--- src/sv/dtcm_pkg.sv ---
// dtcm_pkg: shared types and constants for the trouble code manager.
// No dependencies.
`timescale 1ns / 1ps
package dtcm_pkg;
	localparam logic [2:0] MODE_REPORT  = 3'd0;
	localparam logic [2:0] MODE_COUNT   = 3'd1;
	localparam logic [2:0] MODE_LIST    = 3'd2;
	localparam logic [2:0] MODE_IDS     = 3'd3;
	localparam logic [2:0] MODE_RECORDS = 3'd4;
	localparam logic [2:0] MODE_VOLTAGE = 3'd5;
	localparam logic [2:0] MODE_SUPP    = 3'd6;
	localparam logic [2:0] MODE_CLEAR   = 3'd7;

	localparam logic [7:0] ST_FAILED       = 8'h01;
	localparam logic [7:0] ST_FAILED_CYCLE = 8'h02;
	localparam logic [7:0] ST_PENDING      = 8'h04;
	localparam logic [7:0] ST_CONFIRMED    = 8'h08;
	localparam logic [7:0] ST_FAILED_SLC   = 8'h20;
	localparam logic [7:0] REC_ALL         = 8'hFF;
	localparam logic [7:0] RUN_MAX         = 8'hFF;
	localparam logic [3:0] MAX_RESULTS     = 4'd12;

	localparam logic [7:0] CONFIRM_RESET = 8'd2;
	localparam logic [7:0] HEAL_RESET    = 8'd3;
	localparam logic       REG_CONFIRM   = 1'b0;
	localparam logic       REG_HEAL      = 1'b1;

	typedef struct packed {
		logic [2:0]  mode;
		logic [23:0] trouble_code;
		logic        fault_active;
		logic [15:0] supply_millivolts;
		logic [7:0]  status_mask;
		logic [7:0]  wanted_record;
		logic [2:0]  request_length;
		logic [7:0]  response_room;
		logic        reject;
	} req_t;

	typedef struct packed {
		logic        accepted;
		logic        has_entry;
		logic [2:0]  match_count;
		logic [23:0] entry_code;
		logic [7:0]  entry_status;
		logic [1:0]  entry_record;
		logic [15:0] entry_millivolts;
		logic        last;
	} res_t;

	typedef enum logic [2:0] {
		BK_IDLE, BK_FIND, BK_RUN, BK_EMIT, BK_DONE
	} bk_state_t;
endpackage

--- src/sv/dtcm_front.sv ---
// dtcm_front: input word capture, early rejection by length and room, and a
// two-deep request queue. Depends on dtcm_pkg.
`timescale 1ns / 1ps
module dtcm_front (
	input  logic           clk,
	input  logic           arst_n,
	input  logic           s_tvalid,
	output logic           s_tready,
	input  logic [71:0]    s_tdata,
	input  logic           q_pop,
	output logic           q_valid,
	output dtcm_pkg::req_t q_head
);
	import dtcm_pkg::*;

	req_t r;
	req_t fifo_q [2];
	logic rd_q, wr_q;
	logic [1:0] cnt_q;
	logic push;

	always_comb begin
		r.mode              = s_tdata[2:0];
		r.trouble_code      = s_tdata[26:3];
		r.fault_active      = s_tdata[27];
		r.supply_millivolts = s_tdata[43:28];
		r.status_mask       = s_tdata[51:44];
		r.wanted_record     = s_tdata[59:52];
		r.request_length    = s_tdata[62:60];
		r.response_room     = s_tdata[70:63];
		case (r.mode)
			MODE_COUNT:   r.reject = r.request_length < 3'd1 || r.response_room < 8'd6;
			MODE_LIST:    r.reject = r.request_length < 3'd1 || r.response_room < 8'd2;
			MODE_IDS,
			MODE_SUPP:    r.reject = r.response_room < 8'd1;
			MODE_RECORDS: r.reject = r.request_length < 3'd4 || r.response_room < 8'd5;
			MODE_VOLTAGE: r.reject = r.request_length < 3'd4 || r.response_room < 8'd10;
			default:      r.reject = 1'b0;
		endcase
	end

	assign s_tready = cnt_q != 2'd2;
	assign push     = s_tvalid && s_tready;
	assign q_valid  = cnt_q != 2'd0;
	assign q_head   = fifo_q[rd_q];

	always_ff @(posedge clk) begin
		if (push)
			fifo_q[wr_q] <= r;
	end

	always_ff @(posedge clk or negedge arst_n) begin
		if (!arst_n) begin
			rd_q  <= 1'b0;
			wr_q  <= 1'b0;
			cnt_q <= 2'd0;
		end else begin
			if (push)
				wr_q <= ~wr_q;
			if (q_pop)
				rd_q <= ~rd_q;
			cnt_q <= cnt_q + {1'b0, push} - {1'b0, q_pop};
		end
	end

`ifndef ASSERT_OFF
	a_no_overflow: assert property (@(posedge clk) disable iff (!arst_n)
		cnt_q == 2'd2 |-> !push || q_pop) else $error("queue overflow");
	a_no_underflow: assert property (@(posedge clk) disable iff (!arst_n)
		q_pop |-> q_valid) else $error("queue underflow");
	a_cnt_range: assert property (@(posedge clk) disable iff (!arst_n)
		cnt_q != 2'd3) else $error("queue count out of range");
`endif
endmodule

--- src/sv/dtcm_back.sv ---
// dtcm_back: the trouble code table, snapshot slots and the sequencer that
// serves one request at a time. Depends on dtcm_pkg.
`timescale 1ns / 1ps
module dtcm_back #(
	parameter int TABLE_ENTRIES  = 4,
	parameter int SNAPSHOT_SLOTS = 3
) (
	input  logic           clk,
	input  logic           arst_n,
	input  logic           q_valid,
	input  dtcm_pkg::req_t q_head,
	output logic           q_pop,
	input  logic [7:0]     confirm_threshold,
	input  logic [7:0]     heal_threshold,
	output logic           m_tvalid,
	input  logic           m_tready,
	output dtcm_pkg::res_t m_res
);
	import dtcm_pkg::*;

	localparam int EW = TABLE_ENTRIES > 1 ? $clog2(TABLE_ENTRIES) : 1;
	localparam int UW = $clog2(TABLE_ENTRIES + 1);
	localparam int SW = $clog2(SNAPSHOT_SLOTS + 1);
	localparam int NSLOT = TABLE_ENTRIES * SNAPSHOT_SLOTS;
	localparam int KW = NSLOT > 1 ? $clog2(NSLOT) : 1;

	logic [23:0] code_q   [TABLE_ENTRIES];
	logic [7:0]  status_q [TABLE_ENTRIES];
	logic [7:0]  fail_q   [TABLE_ENTRIES];
	logic [7:0]  pass_q   [TABLE_ENTRIES];
	logic [15:0] volt_q   [NSLOT];
	logic [NSLOT-1:0] sv_q;
	logic [UW-1:0] used_q;

	bk_state_t state_q, state_d;
	req_t req_q;
	logic [UW-1:0] i_q;
	logic [SW-1:0] s_q;
	logic [8:0]  off_q;
	logic [3:0]  n_q;
	logic [2:0]  cnt_q;
	logic        found_q;
	logic [EW-1:0] e_q;
	res_t res_q;
	logic have_q;     // a result is held back for the last flag
	logic out_v_q;

	logic [EW-1:0] ie;
	logic [KW-1:0] k_cur;
	logic out_free;
	res_t pend;
	logic pend_v, fin, fin_empty;
	logic [7:0] st_cur;

	assign ie     = i_q[EW-1:0];
	assign k_cur  = KW'(ie * SNAPSHOT_SLOTS + s_q);
	assign st_cur = status_q[ie];
	assign out_free = !out_v_q || m_tready;
	assign m_tvalid = out_v_q;
	assign q_pop = state_q == BK_IDLE && q_valid && out_free && !have_q;

	// next values to be written for the report step
	logic [7:0] f_nx, p_nx, s_nx;
	logic [7:0] st_base, f_base, p_base;
	logic new_e;
	logic [SNAPSHOT_SLOTS-1:0] free_v;
	logic [SNAPSHOT_SLOTS-1:0] take_v;
	always_comb begin
		new_e  = !found_q;
		st_base = new_e ? 8'd0 : status_q[e_q];
		f_base  = new_e ? 8'd0 : fail_q[e_q];
		p_base  = new_e ? 8'd0 : pass_q[e_q];
		f_nx = f_base; p_nx = p_base; s_nx = st_base;
		if (req_q.fault_active) begin
			p_nx = 8'd0;
			f_nx = f_base == RUN_MAX ? f_base : f_base + 8'd1;
			s_nx = st_base | ST_FAILED | ST_FAILED_CYCLE | ST_PENDING | ST_FAILED_SLC;
			if (f_nx >= confirm_threshold)
				s_nx = s_nx | ST_CONFIRMED;
		end else begin
			f_nx = 8'd0;
			p_nx = p_base == RUN_MAX ? p_base : p_base + 8'd1;
			s_nx = st_base & ~ST_FAILED;
			if (p_nx >= heal_threshold) begin
				s_nx = s_nx & ~(ST_PENDING | ST_CONFIRMED);
				p_nx = 8'd0;
			end
		end
		for (int s = 0; s < SNAPSHOT_SLOTS; s++)
			free_v[s] = new_e || !sv_q[KW'(e_q * SNAPSHOT_SLOTS + s)];
		// first free slot takes the voltage on a failure
		for (int s = 0; s < SNAPSHOT_SLOTS; s++)
			take_v[s] = req_q.fault_active && free_v[s] &&
				!(|(free_v & SNAPSHOT_SLOTS'((1 << s) - 1)));
	end

	// sequencer
	logic step_i, step_s, do_report, do_clear, emit_now, lastflag;
	res_t emit_r;
	always_comb begin
		state_d = state_q;
		step_i = 1'b0; step_s = 1'b0; do_report = 1'b0; do_clear = 1'b0;
		emit_now = 1'b0; lastflag = 1'b0; fin = 1'b0; fin_empty = 1'b0;
		emit_r = '0;
		emit_r.accepted = 1'b1;
		case (state_q)
			BK_IDLE: begin
				if (q_pop)
					state_d = q_head.reject ? BK_DONE : BK_FIND;
			end
			BK_FIND: begin
				// linear search for the code where the mode needs it
				if (req_q.mode == MODE_REPORT || req_q.mode == MODE_RECORDS ||
						req_q.mode == MODE_VOLTAGE) begin
					if (i_q < used_q && !found_q) begin
						step_i = 1'b1;
					end else begin
						state_d = BK_RUN;
					end
				end else if (req_q.mode == MODE_CLEAR) begin
					do_clear = 1'b1;
					state_d = BK_DONE;
				end else begin
					state_d = BK_RUN;
				end
			end
			BK_RUN: begin
				case (req_q.mode)
					MODE_REPORT: begin
						if (!found_q && used_q >= UW'(TABLE_ENTRIES)) begin
							state_d = BK_DONE;
						end else if (out_free) begin
							do_report = 1'b1;
							state_d = BK_IDLE;
						end
					end
					MODE_COUNT: begin
						if (i_q < used_q)
							step_i = 1'b1;
						else if (out_free)
							state_d = BK_IDLE;
					end
					MODE_LIST, MODE_SUPP: begin
						if (i_q < used_q && n_q < MAX_RESULTS) begin
							if (req_q.mode == MODE_LIST && (st_cur & req_q.status_mask) == 8'd0)
								step_i = 1'b1;
							else if (off_q + 9'd4 > {1'b0, req_q.response_room})
								fin = 1'b1;
							else if (out_free) begin
								emit_now = 1'b1;
								emit_r.has_entry = 1'b1;
								emit_r.entry_code = code_q[ie];
								emit_r.entry_status = st_cur;
								step_i = 1'b1;
							end
						end else
							fin = 1'b1;
					end
					MODE_IDS: begin
						if (i_q < used_q) begin
							if (!sv_q[k_cur])
								step_s = 1'b1;
							else if (off_q + 9'd4 > {1'b0, req_q.response_room} ||
									n_q >= MAX_RESULTS)
								fin = 1'b1;
							else if (out_free) begin
								emit_now = 1'b1;
								emit_r.has_entry = 1'b1;
								emit_r.entry_code = code_q[ie];
								emit_r.entry_record = 2'(s_q + 1'b1);
								step_s = 1'b1;
							end
						end else
							fin = 1'b1;
					end
					default: begin // records and voltage
						if (!found_q)
							state_d = BK_DONE;
						else if (s_q <= SW'(SNAPSHOT_SLOTS - 1) &&
								{1'b0, s_q} < (SW+1)'(SNAPSHOT_SLOTS) && n_q < MAX_RESULTS) begin
							if (!sv_q[KW'(e_q * SNAPSHOT_SLOTS + s_q)] ||
									(req_q.wanted_record != REC_ALL &&
									req_q.wanted_record != 8'(s_q + 1'b1)))
								step_s = 1'b1;
							else if (req_q.mode == MODE_VOLTAGE) begin
								if (out_free) begin
									emit_now = 1'b1;
									lastflag = 1'b1;
									emit_r.has_entry = 1'b1;
									emit_r.entry_code = req_q.trouble_code;
									emit_r.entry_status = status_q[e_q];
									emit_r.entry_record = 2'(s_q + 1'b1);
									emit_r.entry_millivolts =
										volt_q[KW'(e_q * SNAPSHOT_SLOTS + s_q)];
									state_d = BK_IDLE;
								end
							end else if (off_q + 9'd5 > {1'b0, req_q.response_room})
								fin = 1'b1;
							else if (out_free) begin
								emit_now = 1'b1;
								emit_r.has_entry = 1'b1;
								emit_r.entry_code = req_q.trouble_code;
								emit_r.entry_status = status_q[e_q];
								emit_r.entry_record = 2'(s_q + 1'b1);
								step_s = 1'b1;
							end
						end else if (req_q.mode == MODE_VOLTAGE)
							state_d = BK_DONE;
						else
							fin = 1'b1;
					end
				endcase
				if (fin) begin
					if (have_q) begin
						if (out_free)
							state_d = BK_IDLE;
					end else begin
						fin_empty = 1'b1;
						if (out_free)
							state_d = BK_IDLE;
					end
				end
			end
			BK_DONE: begin
				if (out_free)
					state_d = BK_IDLE;
			end
			default: state_d = BK_IDLE;
		endcase
	end

	// output staging: entries are held one word back so the final one carries last
	always_comb begin
		pend = '0;
		pend_v = 1'b0;
		if (state_q == BK_RUN && out_free) begin
			if (req_q.mode == MODE_REPORT && do_report) begin
				pend_v = 1'b1;
				pend.accepted = 1'b1;
				pend.has_entry = 1'b1;
				pend.entry_code = req_q.trouble_code;
				pend.entry_status = s_nx;
				pend.last = 1'b1;
			end else if (req_q.mode == MODE_COUNT && i_q >= used_q) begin
				pend_v = 1'b1;
				pend.accepted = 1'b1;
				pend.match_count = cnt_q;
				pend.last = 1'b1;
			end else if (emit_now && have_q) begin
				pend_v = 1'b1;
				pend = res_q;
			end else if (emit_now && lastflag) begin
				pend_v = 1'b1;
				pend = emit_r;
				pend.last = 1'b1;
			end else if (fin) begin
				pend_v = 1'b1;
				if (fin_empty) begin
					pend.accepted = 1'b1;
				end else
					pend = res_q;
				pend.last = 1'b1;
			end
		end else if (state_q == BK_DONE && out_free) begin
			pend_v = 1'b1;
			pend.accepted = req_q.mode == MODE_CLEAR;
			pend.last = 1'b1;
		end
	end

	always_ff @(posedge clk) begin
		if (q_pop)
			req_q <= q_head;
		if (emit_now && !lastflag)
			res_q <= emit_r;
		if (pend_v)
			m_res <= pend;
		if (do_report) begin
			code_q[e_q]   <= req_q.trouble_code;
			status_q[e_q] <= s_nx;
			fail_q[e_q]   <= f_nx;
			pass_q[e_q]   <= p_nx;
			for (int s = 0; s < SNAPSHOT_SLOTS; s++) begin
				if (take_v[s])
					volt_q[KW'(e_q * SNAPSHOT_SLOTS + s)] <= req_q.supply_millivolts;
			end
		end
	end

	always_ff @(posedge clk or negedge arst_n) begin
		if (!arst_n) begin
			state_q <= BK_IDLE;
			used_q  <= '0;
			sv_q    <= '0;
			i_q     <= '0;
			s_q     <= '0;
			off_q   <= 9'd1;
			n_q     <= '0;
			cnt_q   <= '0;
			found_q <= 1'b0;
			e_q     <= '0;
			have_q  <= 1'b0;
			out_v_q <= 1'b0;
		end else begin
			state_q <= state_d;
			if (pend_v)
				out_v_q <= 1'b1;
			else if (m_tready)
				out_v_q <= 1'b0;
			if (q_pop) begin
				i_q <= '0; s_q <= '0; n_q <= '0; cnt_q <= '0;
				found_q <= 1'b0; e_q <= '0; have_q <= 1'b0;
				off_q <= (q_head.mode == MODE_RECORDS || q_head.mode == MODE_VOLTAGE) ?
					9'd0 : 9'd1;
			end
			if (state_q == BK_FIND && step_i) begin
				if (code_q[ie] == req_q.trouble_code) begin
					found_q <= 1'b1;
					e_q <= ie;
				end else
					i_q <= i_q + 1'b1;
			end
			if (state_q == BK_FIND && state_d == BK_RUN) begin
				if (req_q.mode == MODE_REPORT && !(i_q < used_q && !found_q) && !found_q)
					e_q <= used_q[EW-1:0];
				i_q <= '0;
			end
			if (state_q == BK_RUN && step_i) begin
				i_q <= i_q + 1'b1;
				if (req_q.mode == MODE_COUNT && (st_cur & req_q.status_mask) != 8'd0)
					cnt_q <= cnt_q + 3'd1;
			end
			if (step_s) begin
				if (req_q.mode == MODE_IDS && s_q == SW'(SNAPSHOT_SLOTS - 1)) begin
					s_q <= '0;
					i_q <= i_q + 1'b1;
				end else
					s_q <= s_q + 1'b1;
			end
			if (emit_now && !lastflag) begin
				have_q <= 1'b1;
				n_q <= n_q + 4'd1;
				off_q <= off_q + ((req_q.mode == MODE_RECORDS) ? 9'd5 : 9'd4);
			end
			if (fin && out_free)
				have_q <= 1'b0;
			if (do_report) begin
				if (!found_q)
					used_q <= used_q + 1'b1;
				// a new entry starts with every slot empty but the one that takes the voltage
				for (int s = 0; s < SNAPSHOT_SLOTS; s++) begin
					if (take_v[s])
						sv_q[KW'(e_q * SNAPSHOT_SLOTS + s)] <= 1'b1;
					else if (!found_q)
						sv_q[KW'(e_q * SNAPSHOT_SLOTS + s)] <= 1'b0;
				end
			end
			if (do_clear) begin
				used_q <= '0;
				sv_q   <= '0;
			end
		end
	end

`ifndef ASSERT_OFF
	a_used_bound: assert property (@(posedge clk) disable iff (!arst_n)
		used_q <= UW'(TABLE_ENTRIES)) else $error("table overfilled");
	a_cap: assert property (@(posedge clk) disable iff (!arst_n)
		n_q <= MAX_RESULTS) else $error("result cap exceeded");
	a_no_overwrite: assert property (@(posedge clk) disable iff (!arst_n)
		out_v_q && !m_tready |=> $stable(m_res)) else $error("output overwritten");
	a_pop_idle: assert property (@(posedge clk) disable iff (!arst_n)
		q_pop |-> state_q == BK_IDLE && !have_q) else $error("pop while busy");
`endif
endmodule

--- src/sv/diagnostic_trouble_code_manager_top.sv ---
// Serves test reports and queries on a small trouble code table; a request
// is queued in the front end and then served by the sequential scan of table
// entries or snapshot slots in the back end. Depends on dtcm_pkg, dtcm_front
// and dtcm_back.
`timescale 1ns / 1ps
module diagnostic_trouble_code_manager_top #(
	parameter int TABLE_ENTRIES  = 4,
	parameter int SNAPSHOT_SLOTS = 3
) (
	input  logic        clk,
	input  logic        arst_n,
	input  logic        s_tvalid,
	output logic        s_tready,
	// mode, trouble_code, fault_active, supply_millivolts, status_mask,
	// wanted_record, request_length, response_room
	input  logic [71:0] s_tdata,
	output logic        m_tvalid,
	input  logic        m_tready,
	// accepted, has_entry, match_count, entry_code, entry_status,
	// entry_record, entry_millivolts
	output logic [55:0] m_tdata,
	output logic        m_tlast,
	input  logic        psel,
	input  logic        penable,
	input  logic        pwrite,
	input  logic [2:0]  paddr,
	input  logic [31:0] pwdata,
	output logic [31:0] prdata,
	output logic        pready
);
	import dtcm_pkg::*;

	logic [7:0] confirm_q, heal_q;
	logic q_valid, q_pop;
	req_t q_head;
	res_t res;

	assign pready = 1'b1;
	always_comb begin
		case (paddr[2])
			REG_CONFIRM: prdata = {24'd0, confirm_q};
			REG_HEAL:    prdata = {24'd0, heal_q};
			default:     prdata = '0;
		endcase
	end

	always_ff @(posedge clk or negedge arst_n) begin
		if (!arst_n) begin
			confirm_q <= CONFIRM_RESET;
			heal_q    <= HEAL_RESET;
		end else if (psel && penable && pwrite && paddr[1:0] == 2'd0) begin
			if (paddr[2] == REG_CONFIRM)
				confirm_q <= pwdata[7:0];
			else
				heal_q <= pwdata[7:0];
		end
	end

	dtcm_front u_front (
		.clk, .arst_n, .s_tvalid, .s_tready, .s_tdata,
		.q_pop, .q_valid, .q_head
	);

	dtcm_back #(.TABLE_ENTRIES(TABLE_ENTRIES), .SNAPSHOT_SLOTS(SNAPSHOT_SLOTS)) u_back (
		.clk, .arst_n, .q_valid, .q_head, .q_pop,
		.confirm_threshold(confirm_q), .heal_threshold(heal_q),
		.m_tvalid, .m_tready, .m_res(res)
	);

	assign m_tdata = {1'b0, res.entry_millivolts, res.entry_record, res.entry_status,
		res.entry_code, res.match_count, res.has_entry, res.accepted};
	assign m_tlast = res.last;
endmodule

--- config.mk ---
export PLATFORM = sky130hd
export DESIGN_NAME = diagnostic_trouble_code_manager_top
export DESIGN_NICKNAME = d
export VERILOG_FILES = /design/src/sv/dtcm_pkg.sv /design/src/sv/dtcm_front.sv /design/src/sv/dtcm_back.sv /design/src/sv/diagnostic_trouble_code_manager_top.sv
export SDC_FILE = /design/constraint.sdc
export NUM_CORES = 1
export LEC_CHECK = 0
export ABC_CLOCK_PERIOD_IN_PS = 10800
export BUFFER_PORTS_ARGS = -buffer_cell sky130_fd_sc_hd__buf_2
export CORE_ASPECT_RATIO = 0.7
export CORE_MARGIN = 5
export CORE_UTILIZATION = 50
export DETAILED_ROUTE_END_ITERATION = 8
export PLACE_DENSITY = 0.68
export SLEW_MARGIN = 40
export SYNTH_ARGS = -nofsm -noshare
export SYNTH_HDL_FRONTEND = slang
export SYNTH_SLANG_ARGS = --single-unit
--- constraint.sdc ---
create_clock -name clk -period 10.8 [get_ports clk]
set_input_delay 1.08 -clock clk [delete_from_list [all_inputs] [get_ports clk]]
set_output_delay 1.08 -clock clk [all_outputs]
set_load 0.1 [all_outputs]
After elaboration in Yosys (flattened, before gate mapping). Memory sizes are Yosys's and may differ from the RTL's. Index checks and enable logic that the tools add are counted.

Flip-flop bits (word level): 239. RAM bits: 528. Input port bits: 114. Output and inout bits: 92. Word-level logic and storage cells: 433. Memories: 6.

Memory list: u_back.volt_q (words 12, bits a word 16, read ports 1, clocked after memory_dff 0, write ports 1, line dtcm_back.sv:31) `logic [15:0] volt_q [NSLOT];`; u_front.fifo_q (words 2, bits a word 72, read ports 1, clocked after memory_dff 0, write ports 1, line dtcm_front.sv:17) `req_t fifo_q [2];`; u_back.code_q (words 4, bits a word 24, read ports 1, clocked after memory_dff 0, write ports 1, line dtcm_back.sv:27) `logic [23:0] code_q [TABLE_ENTRIES];`; u_back.fail_q (words 4, bits a word 8, read ports 1, clocked after memory_dff 0, write ports 1, line dtcm_back.sv:29) `logic [7:0] fail_q [TABLE_ENTRIES];`; u_back.pass_q (words 4, bits a word 8, read ports 1, clocked after memory_dff 0, write ports 1, line dtcm_back.sv:30) `logic [7:0] pass_q [TABLE_ENTRIES];`; u_back.status_q (words 4, bits a word 8, read ports 2, clocked after memory_dff 0, write ports 1, line dtcm_back.sv:28) `logic [7:0] status_q [TABLE_ENTRIES];`.

Add/sub/neg operators: 17. $mul: 2. $lt $le $gt $ge: 26. Equal/unequal tests: 27. Mux-type cells: 217. Bitwise operators: 14. Reductions and logical operators: 87.

Operators by type and width (number): $mux 50 (7); $mux 56 (3); $mux 32 (5); $mux 12 (10); $mux 34 (3); $mux 1 (101); $mux 24 (4); $mux 3 (29); $pmux 24 s3 (1); $mux 16 (4); $mux 8 (8); $pmux 32 s2 (1); $mux 55 (1); $logic_and 1x1->1 (37); $and 12x12->12 (3); $not 12->12 (3); $or 12x12->12 (3); $reduce_or 16->1 (2); $eq 3x3->1 const B (10); $mux 2 (13); $lt 4x5->1 const B (5); $eq 24x24->1 (1); $mux 4 (6); $bmux 1 s4 (5); other kinds (60) (125).

Logic depth before layout (Yosys ltp). Gate-level depths: netlist of the first run.

Word-level depth: 20. Mapped depth: 21. Gate-level depth less buffers: 17.

Cells and area by module. From an unflattened synthesis of the first run, not the netlist that was laid out.

Cells, all modules: 2156. Area total of the unflattened synthesis: 33856.2 um^2.

By module, submodules not included: dtcm_back (instances 1, cells an instance 1823, area an instance 27345.0 um^2, seq. area each 17888.4 um^2); dtcm_front (instances 1, cells an instance 259, area an instance 5550.3 um^2, seq. area each 4424.2 um^2); diagnostic_trouble_code_manager_top (instances 1, cells an instance 74, area an instance 960.9 um^2, seq. area each 404.1 um^2).

Worst setup path after synthesis of the first run. Ideal clock, no wire load.

Kind: flip-flop to flip-flop. From: register u_back.e_q[0]. To: register u_back.m_res[0] in the netlist's numbering (enable). Library setup time: 556 ps. Arrival time: 7232 ps. Data required time: 10244 ps. Slack: 3012 ps. Cell stages (with the launch flop): 18. Buffers on the path: 6. Period minus slack after synthesis: 7788 ps. Cell sequence: dfrtp_1 -> buf_6 -> buf_4 -> buf_4 -> buf_2 -> inv_1 -> ha_1 -> clkbuf_1 -> inv_1 -> fa_1 -> xor2_2 -> a2111oi_0 -> or4b_1 -> buf_2 -> o31a_4 -> nor2_1 -> a211oi_1 -> o32ai_1.

Longest elaborated chain between the ends: 18. Elaborated cells between the ends (all ways): 30. Those cells by class: add/sub (1); mul (1); mux (24); reduce/logical (4).

Ends and longest elaborated chain: from (decl) (line dtcm_back.sv:43) `logic [EW-1:0] e_q;`; from (signal assigned) (line dtcm_back.sv:319) `e_q <= ie;`; from (signal assigned) (line dtcm_back.sv:325) `e_q <= used_q[EW-1:0];`; $mul 2x2->4 * (line dtcm_back.sv:181) `if (!sv_q[KW'(e_q * SNAPSHOT_SLOTS + s_q)] ||`; $add 4x2->4 * (line dtcm_back.sv:181); $bmux 1 s4 * (line dtcm_back.sv:181); $mux 1 (not written as such) * (line dtcm_back.sv:181); $logic_not 1->1 * (line dtcm_back.sv:181); $logic_or 1x1->1 * (line dtcm_back.sv:181); $mux 1 (line dtcm_back.sv:181); $mux 1 (line dtcm_back.sv:179) `else if (s_q <= SW'(SNAPSHOT_SLOTS - 1) &&`; (+2 left out); $mux 1 (2 in a row) (line dtcm_back.sv:106) `case (state_q)`; $mux 1 (line dtcm_back.sv:256) `end else if (fin) begin`; $mux 1 (line dtcm_back.sv:252) `end else if (emit_now && lastflag) begin`; $mux 1 * (line dtcm_back.sv:249) `end else if (emit_now && have_q) begin`; $mux 1 * (line dtcm_back.sv:244) `end else if (req_q.mode == MODE_COUNT && i_q >= used_q) begin`; $mux 1 * (line dtcm_back.sv:237) `if (req_q.mode == MODE_REPORT && do_report) begin`; $mux 1 * (line dtcm_back.sv:236) `if (state_q == BK_RUN && out_free) begin`; named net u_back.pend_v (line dtcm_back.sv:52) `logic pend_v, fin, fin_empty;`; to (signal assigned) (line dtcm_back.sv:277) `m_res <= pend;`; to (decl) (line dtcm_back.sv:17) `output dtcm_pkg::res_t m_res`.

Mark *: on every way through the listed nets, which the timed path passes. The rest lies on a longest branch. The select of a mux whose other input is x is not followed. A chain may end at the register's enable or synchronous reset.

Worst setup path after layout of the first run.
From: register u_back.e_q[0]. To: memory u_back.volt_q[5][14] (enable).

Longest elaborated chain between the ends: 14. Elaborated cells between the ends (all ways): 38. Those cells by class: add/sub (2); mul (1); mux (19); reduce/logical (16).

Ends and longest elaborated chain: $mul 2x2->4 * (line dtcm_back.sv:90, dtcm_back.sv:285); $add 4x1->4 (line dtcm_back.sv:90, dtcm_back.sv:285); $bmux 1 s4 (line dtcm_back.sv:90) `free_v[s] = new_e || !sv_q[KW'(e_q * SNAPSHOT_SLOTS + s)];`; $mux 1 (not written as such) (line dtcm_back.sv:90); $logic_not 1->1 (line dtcm_back.sv:90); $logic_or 1x1->1 (line dtcm_back.sv:90); $logic_and 1x1->1 / $reduce_or 2->1 (equally long branches) (line dtcm_back.sv:93, dtcm_back.sv:94); $logic_and 1x1->1 / $logic_not 1->1 (equally long branches) (line dtcm_back.sv:93, dtcm_back.sv:94); $mux 1 / $logic_and 1x1->1 (equally long branches) (line dtcm_back.sv:284, dtcm_back.sv:93); $mux 1 (on tied branches) (line dtcm_back.sv:278, dtcm_back.sv:284); $mux 1 (on tied branches) (line dtcm_back.sv:285, dtcm_back.sv:278); $reduce_or 16->1 (no line) / $mux 1 (equally long branches); $mux 4 (no line), or another cell as far along; $mux 4 (no line) / $mux 1 (equally long branches); to (decl) (line dtcm_back.sv:31).

Every way passes the cells marked *; elsewhere a longest branch is shown, timed or not. The select of a mux whose other input is x is not followed.

==> run_results.csv, run 1 <==
group,metric,value,unit
min_path,holdPathStages,2,
synthesis,syn_inst,2126,
worst_setup_path,worst_setup_path_end_kind,"flop",
cts,clkTransAtPathRegs,60,ps
worst_setup_path,slowest_stage,"nor3b_4",
power,leakagePower,13.2,nW
synthesis,ys_seq_area_share,67.3,%
finish,synthToLayoutAreaGrowth,12.6,%
synthesis,ys_types,89,
grt,antenna_found_initial,1,
power,irDropWorstVdd,0.000191,V
floorplan,rows,79,
route,detail_route.wl_per_cell,23.8,um
cts,clock_latency,620,ps
cts,cts_tree,"built",
floorplan,num_io_pins,206,
timing,tightest_slew,867,ps
floorplan,die_area,0.0723,sq mm
timing,finalSetupTns,0,ps
synthesis,netlist_area,0.0335,sq mm
worst_setup_path,crit_chain,"buf_6 > ha_1 > clkinv_1 > ha_1 > mux4_2 > mux2_2 > a21oi_1 > nor3b_4 > nor3_1 > nor3b_1 > nand2b_1 > nor3_4 > buf_6",
min_path,hold_path.class,"flop to flop",
worst_setup_path,reg2reg_slack,4710,ps
synthesis,synth_commonest_cells,"edfxtp_1 (697), nand2_1 (138), mux4_2 (113)",
synthesis,synth_area_leaders,"edfxtp_1 (63%), mux4_2 (7.6%), dfrtp_1 (4.5%), mux2_2 (2.9%), ha_1 (2.4%)",
grt,grt_overflow,0,
finish,fillCellCount,5088,
worst_setup_path,required,11110,ps
power,power.internal,5.92,mW
timing,fin_crit_sh,56.4,%
min_path,min_to,"heal_q[1]",
route,vias,19300,
cts,postCtsHoldBufs,0,
grt,track_usage,21.0,%
power,power_density,234,mW/mm^2
cts,cts_resized,0,
synthesis,yosysMostFrequentCell,"edfxtp_1",
floorplan,start_util,50.4,%
cts,clockBufferDepth,3,
cts,h-tree-depth,3,
finish,fin_cells,3241,
place,post-place-cells,3106,
synthesis,synth_top_cell_by_area,"edfxtp_1",
worst_setup_path,cp_max_fo,40,
synthesis,synth_compound_area_share,6.76,%
cts,cts_root_buf,"clkbuf_16",
timing,finalHoldViolations,0,
worst_setup_path,critical_path_arrival,6410,ps
worst_setup_path,regToRegStartpoint,"u_back.e_q[0]",
synthesis,synthSimpleGateAreaFrac,6.93,%
route,dr.first_iter.drc_count,1988,
cts,cts_sinks,761,
run_status,outcome,"finished clean",
power,clockPowerShare,28.0,%
finish,nets,2472,
route,drt_first_pass_iters,5,
synthesis,synthMuxAreaShare,12.1,%
floorplan,die_h,226,um
timing,fin_crit,6090,ps
worst_setup_path,r2r_end,"u_back.volt_q[5][14]",
worst_setup_path,start_kind,"flop",
power,p_switching,2.90,mW
route,drc,0,
finish,drive_gt1_share,23.6,%
timing,hold_ws,515,ps
route,drt-vias-per-instance,5.95,
power,seqPwrFrac,48.5,%
synthesis,netlist.area_leader.share,62.5,%
timing,finalMaxSlewViolations,0,
min_path,worstHoldStart,"heal_q[1]",
timing,rsz0062_at_grt,"false",
timing,slew_headroom,42.1,%
route,ant_nets,0,
cts,numCtsBuffers,74,
grt,grt_max_degree,70,
worst_setup_path,slowest_delay,710,ps
synthesis,synth_top_family_by_area,"multiplexers",
timing,max_clock_freq,164,MHz
synthesis,yosys_register_bits,761,
flow_run,cap_violations,0,
grt,grt_pass1_wl,116,mm
timing,fin_skew,13.7,ps
floorplan,die_width,319,um
synthesis,async_flop_share,8.41,%
finish,finish.utilization,56.7,%
worst_setup_path,reg2reg_depth,13,
synthesis,synth_xor_area_share,1.49,%
worst_setup_path,worstSetupPathType,"flop to flop",
grt,grt_pass1_vias,19100,
place,post-dp-hpwl,47.8,mm
route,routed_wl,77.0,mm
place,place_congestion,0.885,
power,swShare,32.9,%
synthesis,synth.avg_cell_area,15.7,sq um
synthesis,synth_enable_flop_cells,697,
finish,antenna_cells,0,
synthesis,yosys_warnings,0,
cts,post_cts_buffers,0,
synthesis,yosys_most_used_dff,"edfxtp_1",
floorplan,core,0.0664,sq mm
power,comb_power_share,23.5,%
synthesis,synthAdderAreaFrac,2.63,%
place,port_buffers,154,
timing,finalSetupViolCount,0,
## critical path, delay by kind of cell, from the launching register on
family | cells | cell delay [ps]
compound gates | 1 | 260
simple gates | 5 | 2170
mux | 2 | 590
fa+ha+maj | 2 | 1090
buf+inv | 3 | 1280
flops | 1 | 370
## cell usage in the layout (no fill, tap or decap), types with 18 or more instances in the layout
cell type  instances
a221o_1           30
mux4_2           113
edfxtp_1         697
nand3_1           37
nor3_1            18
mux2_2            85
buf_2            154
buf_4             21
nor2_1           106
ha_1              63
clkbuf_16         76
conb_1            26
mux2i_1           54
dfrtp_1           57
clkbuf_1          18
clkinv_1          20
nor2b_1           34
xnor2_1           37
inv_1             58
a22o_1            22
nand2_1          138
and2_1            24
a21oi_1           47
o21ai_0          103
## registers in the layout (all words and copies together), names as in the netlist, 3 cells and up
| register | count |
|---|---|
| u_back.volt_q | 192 |
| u_front.fifo_q | 138 |
| u_back.code_q | 96 |
| u_back.req_q | 68 |
| u_back.m_res | 56 |
| u_back.res_q | 51 |
| u_back.fail_q | 32 |
| u_back.pass_q | 32 |
| u_back.status_q | 32 |
| u_back.sv_q | 12 |
| u_back.off_q | 9 |
| confirm_q | 8 |
| heal_q | 8 |
| u_back.n_q | 4 |
| u_back.cnt_q | 3 |
| u_back.i_q | 3 |
| u_back.state_q | 3 |
| u_back.used_q | 3 |
## layout make-up
cell class,instances,area (sq um),area share [%]
Tap cell,891,1110,2.96
Timing Repair Buffer,195,1170,3.12
Multi-Input combinational cell,1197,10300,27.4
Sequential cell,761,22500,59.8
Clock inverter,41,332,0.880
Clock buffer,94,1970,5.23
Inverter,62,234,0.621
## through the flow
step                worst slack, ps  total power, mW  instance area, sq um
floorplan                      3010             5.74                 33600
global placement               4330             6.33                 35100
detailed placement             4580             6.41                 35300
CTS                            4580             8.88                 37600
global route                   4330             9.18                 37700
finish                         4710             8.83                 37700
## power groups by stage
stage                     registers [mW]  logic [mW]  clock network (mW)
final                               4.28        2.07                2.47
after global routing                4.32        2.21                2.65
after CTS                           4.27        2.08                2.52
after detailed placement            4.33        2.07                   0
after global placement              4.30        2.03                   0
after floorplan                     4.51        1.23                   0
## worst max path at each step
| stage | start | to | slack, ps | cells after the start |
|---|---|---|---|---|
| after floorplan | u_back.e_q[0] | u_back.m_res[0] | 3010 | 17 |
| after global routing | u_back.e_q[0] | u_back.volt_q[5][13] | 4330 | 13 |
| final | u_back.e_q[0] | u_back.volt_q[5][14] | 4710 | 13 |
| after detailed placement | u_back.e_q[0] | u_back.volt_q[5][15] | 4580 | 13 |
| after global placement | u_back.e_q[0] | u_back.volt_q[4][15] | 4330 | 12 |
| after CTS | u_back.e_q[0] | u_back.volt_q[5][15] | 4580 | 13 |
## per-layer routing
| layer | part of all wire, % | vias to the layer above | global-route usage [%] |
|---|---|---|---|
| li1 | - | 8592 | - |
| met1 | 45 | 9848 | 31.5 |
| met5 | 0 | - | 0 |
| met4 | 2.3 | 0 | 5.93 |
| met2 | 45 | 740 | 31.9 |
| met3 | 7.4 | 113 | 3.98 |
## cells by family after synthesis
logic type	after synthesis
DFF	761
AOI/OAI and AO/OA	324
buffers and inverters	192
other	2
adders and majority gates	69
and+or+nand+nor	470
xor gates and xnor gates	56
muxes	252
(Power assumes the default switching activity.)
==> inputs of run 2 (changes only) <==
Settings changed: ABC_AREA from default to 1, ABC_CLOCK_PERIOD_IN_PS 10800 to 5800.
Clock period 10.8 ns to 5.8 ns, I/O delays scaled along.
==> run 2 against run 1 <==
  * Utilization rose by 0.20 points
  * Worst hold slack got worse by 430 ps
  * Sequential share of layout area fell by 1.8 points
  * Die area rose by 3.1%
  * Count of clock-buffer cells in the layout fell by 6
  * Sequential power rose by 89%
  * Clock skew rose by 25 ps
  * Maximum frequency rose by 21%
  * Largest cell class unchanged
==> run_results.csv, run 2 <==
group,metric,value,unit
run_status,outcome,"finished clean",
power,leakagePower,15.4,nW
synthesis,synth_commonest_cells,"nand2_1 (977), edfxtp_1 (697), nor2_1 (256)",
synthesis,ys_seq_area_share,65.2,%
synthesis,synth_top_cell_by_area,"edfxtp_1",
cts,cts_sinks,761,
route,drc,0,
worst_setup_path,slowest_delay,550,ps
power,power.internal,11.1,mW
finish,final_cell_mix,"nand2_1 (976), edfxtp_1 (697), nor2_1 (248)",
power,seqPwrFrac,45.8,%
cts,clockBufferDepth,3,
power,p_switching,6.47,mW
finish,fin_cells,4395,
route,vias,24000,
finish,largest-register,"u_back.volt_q",
cts,cts_resized,0,
worst_setup_path,regToRegStartpoint,"u_back.off_q[2]",
cts,cts_root_buf,"clkbuf_16",
synthesis,netlist.area_leader.share,60.6,%
cts,h-tree-depth,3,
place,place_congestion,0.938,
power,swShare,36.8,%
worst_setup_path,worst_setup_path_startpoint,"u_back.off_q[2]",
synthesis,synthSimpleGateAreaFrac,18.5,%
synthesis,synth_area_leaders,"edfxtp_1 (61%), nand2_1 (11%), dfrtp_1 (4.3%), nand3_1 (3.4%), nor2_1 (2.8%)",
power,power_density,453,mW/mm^2
worst_setup_path,crit_chain,"inv_1 > ha_1 > nand2_1 > nand2_1 > xor2_1 > ha_1 > nand2_1 > nand2_1 > nand2_1 > nand2_1 > nand2_1 > nand3_1 > nand2_1 > nand2_1 > nand2_1 > nand2_1 > nand2_1 > nand3_2 > nand2_2 > nand3_4 > inv_1 > nand2_2 > inv_2 > buf_12",
timing,tightest_slew,866,ps
synthesis,yosys_register_bits,761,
worst_setup_path,critical_path_arrival,5310,ps
place,post-place-cells,4260,
worst_setup_path,cp_max_fo,37,
worst_setup_path,required,6090,ps
finish,layout_commonest_cell,"nand2_1",
route,ant_nets,0,
floorplan,die_area,0.0745,sq mm
timing,hold_ws,84.0,ps
power,comb_power_share,27.0,%
power,irDropWorstVdd,0.000261,V
timing,finalHoldViolations,0,
grt,grt_pass1_wl,131,mm
finish,reg_top3,"u_back.volt_q x192, u_front.fifo_q x138, u_back.code_q x96",
grt,grt_max_degree,97,
place,pre_cts_ws,856,ps
min_path,hold_path.class,"input port to async pin",
synthesis,synthMuxAreaShare,0.0290,%
worst_setup_path,worstSetupPathType,"flop to flop",
power,finalPower,17.6,mW
synthesis,synthAdderAreaFrac,2.49,%
timing,setup_ws,781,ps
synthesis,syn_inst,3284,
worst_setup_path,cp_top_family,"simple AND/OR/NAND/NOR gates",
floorplan,rows,80,
floorplan,start_util,50.6,%
synthesis,yosys_warnings,0,
synthesis,netlist_area,0.0345,sq mm
finish,synthToLayoutAreaGrowth,12.5,%
finish,drive_gt1_share,11.4,%
timing,max_clock_freq,199,MHz
route,dr.first_iter.drc_count,2593,
grt,grt_overflow,0,
synthesis,synth_xor_area_share,1.30,%
worst_setup_path,r2r_end,"u_back.res_q[5]",
timing,fin_skew,38.8,ps
synthesis,synth_compound_area_share,7.74,%
finish,nets,3616,
synthesis,synth.avg_cell_area,10.5,sq um
route,routed_wl,85.1,mm
route,detail_route.wl_per_cell,19.4,um
place,post-dp-hpwl,54.8,mm
timing,slew_headroom,42.3,%
synthesis,ys_types,57,
route,drt-vias-per-instance,5.46,
place,place_area,0.0365,sq mm
synthesis,synth_top_family_by_area,"simple AND/OR/NAND/NOR gates",
synthesis,yosysMostFrequentCell,"nand2_1",
cts,cts_tree,"built",
synthesis,synth_enable_flop_cells,697,
synthesis,async_flop_share,8.41,%
cts,numCtsBuffers,75,
floorplan,die_h,230,um
worst_setup_path,path_buf_inv,4,
cts,clock_latency,630,ps
synthesis,yosys_most_used_dff,"edfxtp_1",
cts,clkTransAtPathRegs,60,ps
worst_setup_path,worst_setup_path_end_kind,"flop",
cts,postCtsHoldBufs,0,
timing,finalSetupViolCount,0,
finish,antenna_cells,0,
grt,grt_pass1_vias,22300,
grt,antenna_found_initial,1,
floorplan,die_width,324,um
worst_setup_path,reg2reg_depth,24,
place,port_buffers,154,
timing,finalSetupTns,0,ps
timing,fin_crit,5020,ps
floorplan,core,0.0683,sq mm
power,clockPowerShare,27.2,%
worst_setup_path,start_kind,"flop",
finish,finish.utilization,56.9,%
finish,final_area,0.0389,sq mm
worst_setup_path,reg2reg_slack,780,ps
cts,post_cts_buffers,0,
timing,rsz0062_at_grt,"false",
finish,largest_reg_flops,192,
timing,finalMaxSlewViolations,0,
grt,track_usage,22.6,%
worst_setup_path,slowest_stage,"inv_2",
worst_setup_path,cp_common_cell,"nand2_1",
flow_run,cap_violations,0,
timing,fin_crit_sh,86.5,%
floorplan,num_io_pins,206,
route,drt_first_pass_iters,6,
[run 2: cell count changes after synthesis, sizes merged, moves of 103 or more]
cell and delta:
nand3 +204, mux4 -113, a21oi +103, inv +153, nor2 +150, nand2 +843
[run 2: cells by family (layout without fill, tap and decap cells)]
family / Yosys count / count (layout)
other: 2 / 26
and+or+nand+nor: 1551 / 1551
adders and majority gates: 67 / 67
muxes: 1 / 1
buffers and inverters: 388 / 573
DFF: 761 / 761
xor gates and xnor gates: 49 / 49
AOI/OAI and AO/OA: 465 / 465
[run 2: worst max-delay path by stage]
stage	end	slack, ps	cells after the start
after global routing	u_back.res_q[5]	500	24
after floorplan	u_back.m_res[0]	320	23
after detailed placement	u_back.res_q[13]	860	18
after global placement	u_back.res_q[13]	950	18
final	u_back.res_q[5]	780	24
after CTS	u_back.res_q[12]	840	18
[run 2: area by class of cell]
class	instances	area, sq um
clock buffers	88	1930
flip-flops and latches	761	22500
multi-input cells	2159	10500
fillers	5752	29400
clock inverters	47	457
well taps	902	1130
inverters	216	811
repair buffers	222	1460
[run 2: per-layer routing]
layer	vias to the layer above	global-route usage [%]	wire length, um
met5	-	0	0
met4	0	5.17	1510
met3	104	5.39	8080
met2	981	32.4	36600
met1	11400	35.0	38900
li1	11600	-	-
[run 2: power by group through the flow]
stage / Sequential [mW] / Combinational (mW) / Clock [mW]
after floorplan: 8.49 / 2.81 / 0
after global placement: 8.14 / 4.66 / 0
after detailed placement: 8.16 / 4.72 / 0
after CTS: 8.05 / 4.74 / 4.87
after global routing: 8.15 / 5.21 / 5.10
final: 8.07 / 4.76 / 4.78
